## config.mk

```make
export PLATFORM = sky130hd
export DESIGN_NAME = smm_store
export DESIGN_NICKNAME = d
export VERILOG_FILES = /design/src/rtl/smm_store.sv
export SDC_FILE = /design/constraint.sdc
export NUM_CORES = 2
export LEC_CHECK = 0
export BUFFER_PORTS_ARGS = -buffer_cell sky130_fd_sc_hd__buf_2
export CAP_MARGIN = 0
export CORE_ASPECT_RATIO = 2
export CORE_MARGIN = 5
export CORE_UTILIZATION = 53
export CTS_CLUSTER_DIAMETER = 60
export DETAILED_ROUTE_END_ITERATION = 6
export PLACE_DENSITY = 0.67
export SYNTH_ARGS = -nofsm -noshare
export SYNTH_HDL_FRONTEND = slang
export SYNTH_SLANG_ARGS = --single-unit
```

## constraint.sdc

```tcl
create_clock -name clk -period 7.76 [get_ports clk]
set_clock_uncertainty 0.05 [all_clocks]
set_input_delay 1.552 -clock clk [delete_from_list [all_inputs] [get_ports clk]]
set_output_delay 1.552 -clock clk [all_outputs]
set_load 0.01 [all_outputs]
```

## src/rtl/smm_store.sv

```systemverilog
// ----------------------------------------------------------------------------
// smm_store
// Element stores for matrices A and B, one write port, registered reads.
// ----------------------------------------------------------------------------
module smm_store #(
  parameter int AW = 6
) (
  input  logic          clk,
  input  logic          we_a,
  input  logic          we_b,
  input  logic [AW-1:0] waddr,
  input  logic [31:0]   wdata,
  input  logic [AW-1:0] a_raddr,
  input  logic [AW-1:0] b_raddr,
  output logic [31:0]   a_rdata,
  output logic [31:0]   b_rdata
);

  logic [31:0] a_mem [2**AW];
  logic [31:0] b_mem [2**AW];

  always_ff @(posedge clk) begin
    if (we_a) begin
      a_mem[waddr] <= wdata;
    end
    a_rdata <= a_mem[a_raddr];
  end

  always_ff @(posedge clk) begin
    if (we_b) begin
      b_mem[waddr] <= wdata;
    end
    b_rdata <= b_mem[b_raddr];
  end

endmodule

```

# [After elaboration in Yosys (flattened, before gate mapping)]
# Memories as Yosys holds them, arrays and structs flattened. A register that Yosys moved wholly into a read port is not among the register bits.
# Index checks and enable logic that the tools add are counted.
[op_classes] muxes=4
[op_table] op="1-bit two-way mux" count=4
[totals] register_bits=0 inputBits=53 mem_bits_rw=4096 word_cells=6 mem_count=2
[mem_list] name="a_mem" words=64 word_bits=32 rd=1 rd_clocked_by_memory_dff=1 write_ports=1 line="19" rtl="logic [31:0] a_mem [2**AW];"
[mem_list] name="b_mem" words=64 word_bits=32 rd=1 rd_clocked_by_memory_dff=1 write_ports=1 line="20" rtl="logic [31:0] b_mem [2**AW];"

# [Logic depth before layout (Yosys ltp)]
[depth] depth_word=2 ltp_mapped=9 depth_no_buf=5

# [Least setup slack after synthesis]
# OpenSTA, ideal clock, no wires.
[synth_timing] path_type="input port to flip-flop" startpoint="input port waddr[2]" endpoint="memory b_mem[44][0], enable pin" stages=6 slack_ps=3281 setup_time_ps=421 n_path_buf=2 t_arrival_ps=4008 cell_sequence="clkbuf_1 -> or3b_2 -> clkbuf_1 -> inv_1 -> nand2_1 -> nor2_1"
[synth_lines] item="from (decl)" line="11" rtl="input logic [AW-1:0] waddr,"
[synth_lines] item="to (decl)" line="20"
# Straight into the memory's write port.

==> impl_metrics.csv <==
group,metric,value,unit
run_status,result_of_the_run,"finished clean",
placed_design,portBuffers,116,
global_routing,gr-usage-all-layers,0.274,
floorplanning,ioPinCount,117,
finish,post_layout_nonfiller_instances,11269,
setup_path,critical-path-max-stage-delay,0.96,ns
job,max-cap-violations,0,
finish,nets,7189,
clock_network,cts_setup_buffers,0,
logic_synthesis,post_synthesis_cells,6821,
setup_path,critical-path-top-cell-by-count,"buf_4",
setup_path,crit_required,8.45,ns
logic_synthesis,postSynthNetCount,6874,
clock_network,tritoncts_num_sinks,4160,
logic_synthesis,yosysTopAreaCell,"edfxtp_1",
placed_design,placed_cells_incl_taps,10634,
clock_network,clock_tree.htree_level_count,5,
floorplanning,fp.dieArea,0.310,mm^2
logic_synthesis,synth-seq-cells,4160,
drt,antenna_violation_net_count_after_detailed_routing,0,
setup_path,origin_of_the_critical_flop_to_flop_path,"b_mem[63][20]$_DFFE_PP_",
global_routing,grt_max_degree,121,
sta,min_period_over_period,0.575,
sta,tns,0,ns
finish,final_design_area_no_fill,0.176,mm^2
clock_network,cts_max_path_buffers,4,
setup_path,critical_path.cell_chain,"buf_8 -> buf_4 -> buf_4 -> mux4_2 -> mux2_2 -> o211ai_1 -> o2bb2a_1",
min_path,hp-class,"flip-flop to flip-flop",
floorplanning,start_util,0.532,
logic_synthesis,synth.area.top_cells,"edfxtp_1 78%, mux4_2 15%, mux2i_1 2.0%",
logic_synthesis,number_of_enable_flip_flop_cells_after_synthesis,4096,
drt,avgViaCountPerCell,6.54,
logic_synthesis,yosysTopAreaCellShare,0.778,
drt,detail_route.wl_per_cell,37.7,um
sta,timing.final.setup_violations,0,
finish,drive_gt1_frac,0.280,
floorplanning,chipWidth,396,um
logic_synthesis,ys_seq_area_frac,0.787,
logic_synthesis,ys.warnings.count,0,
clock_network,clkTransAtPathRegs,0.07,ns
clock_network,post_cts_resize_count,0,
setup_path,worst-path-buf-inv,3,
global_routing,first_global_vias,75361,
global_routing,wire_length_of_the_first_global_routing_pass,593,mm
drt,drtPass1Iterations,6,
drt,wirelength,425,mm
power_and_ir_drop,seqPwrFrac,0.556,
clock_network,worst_skew_pair.late_latency,0.91,ns
sta,drv_slew,0,
drt,dr_vias,73738,
floorplanning,num_rows,283,
logic_synthesis,postSynth.topFlopCell,"edfxtp_1",
power_and_ir_drop,p_leak,54.8,nW
power_and_ir_drop,netSwitchingPower,9.72,mW
drt,detail_route.drc_violations,0,
power_and_ir_drop,clock_network_fraction_of_total_power,0.389,
clock_network,clock_tree.root_cell,"clkbuf_16",
global_routing,overflow,0,
sta,hold_violations,0,
setup_path,worstPathMaxFanout,41,
placed_design,dpl_cell_area,0.165,mm^2
finish,area.growth.synth_to_final,11.3,%
power_and_ir_drop,switching_share,0.216,
drt,drt-initial-drc-count,8822,
power_and_ir_drop,combinationalPowerShare,0.056,
sta,tightest_slew,1.37,ns
global_routing,number_of_antenna_violations_at_the_first_check_in_global_routing,31,
power_and_ir_drop,intPower,35.2,mW
sta,max_clock_freq,224,MHz
min_path,holdCritStartpoint,"a_mem[50][23]$_DFFE_PP_",
floorplanning,core_region_area,0.297,mm^2
sta,fin_crit,4.46,ns
sta,maxSlewHeadroom,0.0863,
logic_synthesis,synth_cell_area,0.158,mm^2
floorplanning,chipHeight,782,um
clock_network,post_cts_hold_buffer_count,0,
setup_path,cp_slowest_cell,"o211ai_1",
logic_synthesis,postSynth.asyncResetShare,0,
setup_path,worst-setup-path-type,"input pin to flip-flop",
logic_synthesis,postSynthAreaPerCell,23.2,um^2
placed_design,gpl.final_weighted_congestion,0.863,
power_and_ir_drop,ir_drop,0.000239,V
placed_design,hpwlAfterDp,257,mm
setup_path,category_of_the_worst_setup_path_launch_point,"input pin",
power_and_ir_drop,areal_power_density_over_the_cells,255,mW/mm^2
setup_path,end_kind,"flip-flop",
clock_network,tritoncts,"built",
setup_path,crit_arrival,5.15,ns
sta,grt_setup_unrepaired,"false",
setup_path,crit_path_start,"b_raddr[0]",
logic_synthesis,synth.distinct_cells,53,
clock_network,numCtsBuffers,347,
setup_path,cp_top_family,"buffers and inverters",
registers in the layout (all words and copies together), names as in the netlist:
signal / flops
b_rdata: 32
a_rdata: 32
b_mem: 2048
a_mem: 2048
cell usage after synthesis, types with 52 or more instances:
| cell | number |
|---|---|
| nand2_1 | 192 |
| clkbuf_1 | 142 |
| nor2_1 | 158 |
| mux2i_1 | 322 |
| dfxtp_1 | 64 |
| buf_4 | 58 |
| a22oi_1 | 121 |
| edfxtp_1 | 4096 |
| o22ai_1 | 62 |
| o211ai_1 | 52 |
| buf_2 | 133 |
| mux4_2 | 1019 |
power groups by stage:
stage,registers [mW],clock network [mW],logic (mW)
after detailed placement,25.4,0,2.53
after global routing,25.0,18.6,2.58
after floorplan,25.4,0,1.22
final,25.0,17.5,2.50
after CTS,25.0,17.7,2.53
after global placement,25.4,0,2.49
cell usage in the layout, fill, tap and decap left out, types with 7 or more instances in the layout:
cell,synthesis,layout
clkinv_8,0,8
nand2b_1,7,7
a32oi_1,18,18
nor2_1,158,30
buf_12,0,21
o2bb2a_1,19,19
diode_2,0,15
nand3_1,25,23
dfxtp_1,64,64
clkbuf_8,0,8
a211oi_2,4,10
clkinv_2,0,60
clkinv_1,0,61
bufinv_16,0,31
buf_4,58,238
nor2_4,0,128
mux4_2,1019,1019
nand3b_1,9,9
inv_6,0,9
nor2b_1,37,35
a211oi_1,27,21
clkinvlp_4,0,23
o22ai_1,62,62
clkbuf_1,142,59
inv_1,15,14
a21oi_1,42,42
o211ai_1,52,52
a22oi_1,121,121
nor3_1,23,23
nand4_1,25,25
mux2_2,51,51
clkbuf_16,0,353
edfxtp_1,4096,4096
nand2_1,192,186
buf_2,133,76
mux2i_1,322,322
final cells by class:
| cell class | count | area [um^2] |
|---|---|---|
| Antenna cell | 15 | 37.5 |
| Clock buffer | 420 | 9170 |
| Clock inverter | 200 | 1960 |
| Fill cell | 20429 | 121000 |
| Inverter | 15 | 56.3 |
| Multi-Input combinational cell | 2270 | 32800 |
| Sequential cell | 4160 | 124000 |
| Tap cell | 3847 | 4810 |
| Timing Repair Buffer | 342 | 2690 |
per-stage QoR:
| step | total power, mW | worst slack, ns | util | hold WS, ns |
|---|---|---|---|---|
| 2_1_floorplan | 26.6 | 3.28 | - | 0.695 |
| 3_5_place_dp | 28.0 | 2.30 | 0.554 | 0.827 |
| 6_report | 44.9 | 3.30 | 0.592 | 0.866 |
| 3_3_place_gp | 27.9 | 2.31 | 0.554 | 0.791 |
| 5_1_grt | 46.1 | 3.13 | 0.592 | 0.904 |
| 4_1_cts | 45.2 | 3.26 | 0.592 | 0.868 |
routing by layer:
layer,vias to the layer above,track usage,wire (um)
li1,29603,-,-
met1,39825,0.323,138000
met2,3491,0.477,222000
met3,811,0.0329,28400
met4,8,0.184,36000
met5,-,0,67
worst paths after layout:
kind	to	slack [ns]	cells after the start
max	b_rdata[4]$_DFF_P_	3.30	7
min	a_rdata[23]$_DFF_P_	0.87	4
max reg2reg	b_rdata[20]$_DFF_P_	5.10	5
min reg2reg	a_rdata[23]$_DFF_P_	0.87	4
logic make-up (layout without fill, tap and decap cells):
kind of cell    count (synthesis)  after routing  share of synthesized area
mux                          1392           1392                      0.169
compound gates                378            378                     0.0175
buf+inv                       391            977                     0.0123
other cells                     0             15                          0
flops                        4160           4160                      0.787
simple gates                  500            500                     0.0143
worst register-to-register path: stages, from the launching register on:
cell and delay [ns]:
edfxtp_1 0.35, mux4_2 0.48, mux2i_1 0.64, nand2_1 0.13, o211ai_1 0.56, o2bb2a_1 0.32
Note: power is estimated with default switching activity, not from simulation.
