File: config.mk
export PLATFORM = sky130hd
export DESIGN_NAME = smm_mac
export DESIGN_NICKNAME = d
export VERILOG_FILES = /design/src/rtl/smm_pkg.sv /design/src/rtl/smm_mac.sv
export SDC_FILE = /design/constraint.sdc
export NUM_CORES = 2
export LEC_CHECK = 0
export BUFFER_PORTS_ARGS = -buffer_cell sky130_fd_sc_hd__buf_2
export CAP_MARGIN = 20
export CORE_UTILIZATION = 35
export DETAILED_ROUTE_END_ITERATION = 6
export SYNTH_ARGS = -nofsm -noshare
export SYNTH_HDL_FRONTEND = slang
export SYNTH_SLANG_ARGS = --single-unit
File: constraint.sdc
create_clock -name clk -period 25.9 [get_ports clk]
set_input_delay 5.18 -clock clk [delete_from_list [all_inputs] [get_ports clk]]
set_output_delay 5.18 -clock clk [all_outputs]
set_load 0.05 [all_outputs]
File: src/rtl/smm_pkg.sv
// ----------------------------------------------------------------------------
// smm_pkg
// Types and constants shared by the small matrix multiplier.
// ----------------------------------------------------------------------------
package smm_pkg;

  localparam logic [1:0] REQ_WRITE_A = 2'd0;
  localparam logic [1:0] REQ_WRITE_B = 2'd1;
  localparam logic [1:0] REQ_START   = 2'd2;

  localparam logic [1:0] ST_OK       = 2'd0;
  localparam logic [1:0] ST_INVALID  = 2'd1;
  localparam logic [1:0] ST_MISMATCH = 2'd2;

  localparam logic [1:0] CFG_A_ROWS  = 2'd0;
  localparam logic [1:0] CFG_A_COLS  = 2'd1;
  localparam logic [1:0] CFG_B_ROWS  = 2'd2;
  localparam logic [1:0] CFG_B_COLS  = 2'd3;

  localparam logic [3:0] DIM_RESET   = 4'd8;

  localparam int ACC_W = 68;
  localparam int SAT_LSB = 47;
  localparam logic signed [ACC_W-1:0] ROUND_HALF = ACC_W'(32'sd32768);
  localparam logic [31:0] SAT_POS = 32'h7FFF_FFFF;
  localparam logic [31:0] SAT_NEG = 32'h8000_0000;

  typedef struct packed {
    logic [1:0]         req_type;
    logic [2:0]         row;
    logic [2:0]         col;
    logic signed [31:0] value;
  } req_t;

  typedef struct packed {
    logic signed [31:0] value_res;
    logic [2:0]         out_row;
    logic [2:0]         out_col;
    logic               last;
    logic [1:0]         status;
    logic               saturated;
  } res_t;

  typedef struct packed {
    logic       valid;
    logic       first;
    logic       last_term;
    logic       last_elem;
    logic [2:0] row;
    logic [2:0] col;
  } mac_tag_t;

endpackage

File: src/rtl/smm_mac.sv
// ----------------------------------------------------------------------------
// smm_mac
// Shared multiply-accumulate unit: product, wide sum, round and saturate.
// ----------------------------------------------------------------------------
module smm_mac (
  input  logic             clk,
  input  logic             rst,
  input  smm_pkg::mac_tag_t tag,
  input  logic [31:0]      a_data,
  input  logic [31:0]      b_data,
  output logic             res_valid,
  output smm_pkg::res_t    res
);
  import smm_pkg::*;

  mac_tag_t                tag1;
  mac_tag_t                tag2;
  logic signed [63:0]      prod;
  logic signed [ACC_W-1:0] acc;
  logic signed [ACC_W-1:0] acc_next;
  logic                    in_range;
  logic [31:0]             value_next;

  always_comb begin
    acc_next = (tag2.first ? ROUND_HALF : acc) + {{(ACC_W-64){prod[63]}}, prod};
    in_range = (&acc_next[ACC_W-1:SAT_LSB]) || !(|acc_next[ACC_W-1:SAT_LSB]);
    if (in_range) begin
      value_next = acc_next[47:16];
    end else if (acc_next[ACC_W-1]) begin
      value_next = SAT_NEG;
    end else begin
      value_next = SAT_POS;
    end
  end

  always_ff @(posedge clk) begin
    if (rst) begin
      tag1.valid <= 1'b0;
      tag2.valid <= 1'b0;
      res_valid  <= 1'b0;
    end else begin
      tag1      <= tag;
      tag2      <= tag1;
      res_valid <= tag2.valid && tag2.last_term;
    end
  end

  always_ff @(posedge clk) begin
    prod <= $signed(a_data) * $signed(b_data);
    if (tag2.valid) begin
      acc <= acc_next;
    end
    res.value_res <= value_next;
    res.out_row   <= tag2.row;
    res.out_col   <= tag2.col;
    res.last      <= tag2.last_elem;
    res.status    <= ST_OK;
    res.saturated <= !in_range;
  end

endmodule

; Yosys cells after proc, flatten, opt, wreduce, memory -nomap -nowiden
; Index checks and enable logic that the tools add are counted.
; W data, S select, Z words.
[word_totals]
ff_bits = 193
inputBits = 76
out_inout_bits = 43
wordCells = 31
[classes]
add_sub_neg = 1
multipliers = 1
mux = 3
reduce_logical = 6
[op_table]
columns = operator, count
row1 = $add A68 B68 Y68, 1
row2 = $mux W68, 1
row3 = $mul A32 B32 Y64, 1
row4 = $mux W32, 2
row5 = $reduce_and A21 Y1, 1
row6 = $reduce_or A21 Y1, 1
row7 = $logic_not A1 Y1, 2
row8 = $logic_and A1 B1 Y1, 1
row9 = $logic_or A1 B1 Y1, 1

; Depth between registers and ports, before layout
[logic_depth]
word_depth = 6
depth_mapped = 29

; Worst setup path before layout
; Ideal clock, no wire load.
[synth_timing]
kind = input -> register
startpoint = input port a_data[31]
endpoint = register prod[63]
arrival_ps = 12445
required_ps = 25779
path_slack_ps = 13334
cell_stages = 27
cell_sequence = clkbuf_1 -> nand2_1 -> inv_1 -> fa_1 -> inv_1 -> fa_1 -> inv_1 -> fa_1 -> fa_1 -> inv_1 -> fa_1 -> inv_1 -> fa_1 -> inv_1 -> fa_1 -> inv_1 -> fa_1 -> ha_1 -> clkbuf_1 -> nand3_1 -> o21ai_0 -> nor2_1 -> a211oi_1 -> a21oi_1 -> o2111ai_1 -> a21oi_1 -> xnor2_1
[synth_via]
elab_chain_cells = 1
[synth_lines]
columns = item, line_no
row1 = from (decl), smm_mac.sv:9  ; input logic [31:0] a_data,
row2 = $mul A32 B32 Y64, smm_mac.sv:49  ; prod <= $signed(a_data) * $signed(b_data);
row3 = to (signal assigned), smm_mac.sv:49
row4 = to (decl), smm_mac.sv:18  ; logic signed [63:0] prod;
; Every way passes these cells.
; A chain may end at the register's enable or synchronous reset.

; Worst setup path in the final report
[layout_timing]
startpoint = input port b_data[8]
endpoint = register prod[63]
[layout_via]
elab_chain_cells = 1
[layout_lines]
columns = item, line_no
row1 = from (decl), smm_mac.sv:10  ; input logic [31:0] b_data,
row2 = $mul A32 B32 Y64, smm_mac.sv:49
; Every way passes these cells.

==> metrics <==
Ys Warns 0; FF-to-FF setup slack 20.18 ns; crit path time final 13.75 ns; Via density 5.06; RSZ-0062 raised after global routing no; Total GRT Usage 20.1%; most used cell, CP fa_1; die width between 300 and 400 um; Worst path slowest cell a211oi_1; mapped cell area approximately 0.047 mm^2; Rows ~130; Pre-antenna DRT Iters 5; IO Count between 100 and 150; synth top area cells fa_1 46%, inv_1 8.3%, and2_1 7.1%; Die Height 368 um; reg2reg start tag2[8]$_DFFE_PN_; leading area contributor after synthesis fa_1; max-slew violations 0; Worst-Skew Late Latency roughly 0.45 ns; met2 Use GR 31.3%; Post-DP HPWL 104 mm; FF/Latch Area 0.00473 mm^2; Syn Inst Count 5003; period utilisation layout 53.1%; Yosys top cell area share approximately 46%; Largest delay share family, worst path adder cells; Worst R2R Path Depth 18; WHS Path Cells 0; largest stage delay on the critical path 0.70 ns; initial antenna violation count 4; crit path kind in -> reg; Max Clock Freq 0.0727 GHz; max-cap viol count 0; Die ar. between 0.1 and 0.15 mm^2; syn avg cell area 9.39 um^2; nets 6315; clock sink count 193; GR Util met3 3.77%; starting density of the core 35.3%; synth unique cells 87; Multi-input gate area 0.0373 mm^2; hold path startpoint tag2[1]$_DFFE_PN_; CP Data Required Time ~26 ns; DRC 0; area grow syn2layout 5.44%; global-route wire length before repair 212 mm; worst-case clock buffer depth 2; CTS clk-pin slew, worst paths 0.08 ns; Crit path arrival time 14.09 ns; Slew headroom roughly a third; sequential area share after synthesis 10.1%; Post-CTS Setup Repair Bufs 0; vias in the first global route roughly 36000; post-cts resize count 0; Worst-Margin Slew 1.00 ns; Setup violations, final 0; GP Congestion 0.925; core area 0.133 mm^2; Buf+Inv Stages, Crit Path 4; CP endpoint kind register; Setup crit start kind input port; CTS tree yes; top-count cell post-synth fa_1; H-tree levels 4; largest net degree at the start of global routing 70; worst path cell trace buf_2 -> nand2_1 -> inv_1 -> fa_1 -> fa_1 -> inv_1 -> fa_1 -> fa_1 -> inv_1 -> fa_1 -> fa_1 -> fa_1 -> fa_1 -> ha_1 -> nand2_1 -> nor4_1 -> nand4_1 -> a211oi_1 -> o21ai_0 -> a211oi_1 -> a21oi_1 -> o2111ai_1 -> a21oi_1 -> xnor2_1; GRT busiest layer met2; share of layout cells above drive strength 1 5.12%; outcome finished, final reports clean; number of flops mapped to enable cells by yosys 86; reg2reg end res[37]$_DFF_P_; Detailed Route Iter0 Violations 2292; Routed Antenna Nets 0; CP max FO 32; Clock Skews 0.0131 ns; Post-synth ARST share 0%; count of hold-fix buffers inserted at cts 0; WL final 134 mm; TritonCTS Buffers 17; Root Buffer clkbuf_16; flops & latches, synth 193; via count 33900; Synth top cells by count 1083 x fa_1, 1039 x inv_1, 585 x nand2_1; GR Util met1 29.3%; filler instances 13500; Hold Crit Class reg -> reg; Port Buf Inserts 116; Post-synth top flop dfxtp_1; Remaining Overflow, GRT 0; Hold Vio Cnt, Final 0; drt wl/cell 20.0 um; setup TNS 0 ns; hold endpoint res[5]$_DFF_P_
cells by family after synthesis:
| group | Yosys count | synth area share, % |
|---|---|---|
| buffers and inverters | 1306 | 10.6 |
| AOI/OAI and AO/OA | 517 | 7.37 |
| adders and majority gates | 1334 | 52.8 |
| other | 1 | 0.00798 |
| muxes | 1 | 0.0213 |
| DFF | 193 | 10.1 |
| xor gates and xnor gates | 126 | 2.44 |
| and+or+nand+nor | 1525 | 16.6 |
worst max-delay path by stage:
stage,from,endpoint,cells past startpoint
6_report,b_data[8],prod[63]$_DFF_P_,24
4_1_cts,b_data[8],prod[63]$_DFF_P_,24
5_1_grt,b_data[8],prod[63]$_DFF_P_,24
3_3_place_gp,b_data[8],prod[63]$_DFF_P_,24
2_1_floorplan,a_data[31],prod[63]$_DFF_P_,27
3_5_place_dp,b_data[8],prod[63]$_DFF_P_,24
cells in the final DEF, fill, tap and decap left out, drive strengths merged, types with 6 or more instances in the layout:
cell	instances
a221oi	6
nand2	585
a21oi	182
dfxtp	107
and3	15
o21bai	18
nand4	40
a211oi	24
o211ai	13
a31oi	43
o21a	17
ha	251
or3	8
o311ai	7
nor2b	80
xor2	41
nor4	44
a21o	59
edfxtp	86
o31ai	7
fa	1083
o21ai	88
nor2	108
and2	532
nand2b	19
buf	149
xnor2	85
inv	1047
nand3	40
clkbuf	18
nor3	30
cell type report:
class	instances	area share (%)
flip-flops and latches	193	9.54
clock inverters	14	0.288
diodes	3	0.0152
inverters	1039	7.87
clock buffers	18	0.866
repair buffers	149	1.69
well taps	1768	4.47
multi-input cells	3505	75.3
state kept, by name, indices dropped and copies added, names as in the netlist:
register,flops
acc,68
tag1,10
res_valid,1
prod,64
tag2,10
res,40
metrics by stage:
stage,hold WS [ns],cell area [um^2],utilization [%],worst slack [ns],std cells
final,0.346,49500,37.2,12.15,6689
after global routing,0.358,49500,37.2,11.92,6687
after detailed placement,0.327,49000,36.7,11.82,6654
after floorplan,0.323,47000,-,13.33,5004
after global placement,0.324,48900,36.7,11.81,6653
after CTS,0.348,49500,37.2,12.24,6686
layer usage:
| metal | share of wire, % | wire (um) | up-vias |
|---|---|---|---|
| met2 | 44 | 59100 | 1235 |
| met4 | 1.5 | 2040 | 0 |
| li1 | - | - | 14900 |
| met5 | 0 | 0 | - |
| met3 | 8.2 | 11000 | 128 |
| met1 | 46 | 61800 | 17600 |
Power is not shown: default switching activity piles up to over one toggle a cycle in this logic, so the estimate is an artifact.
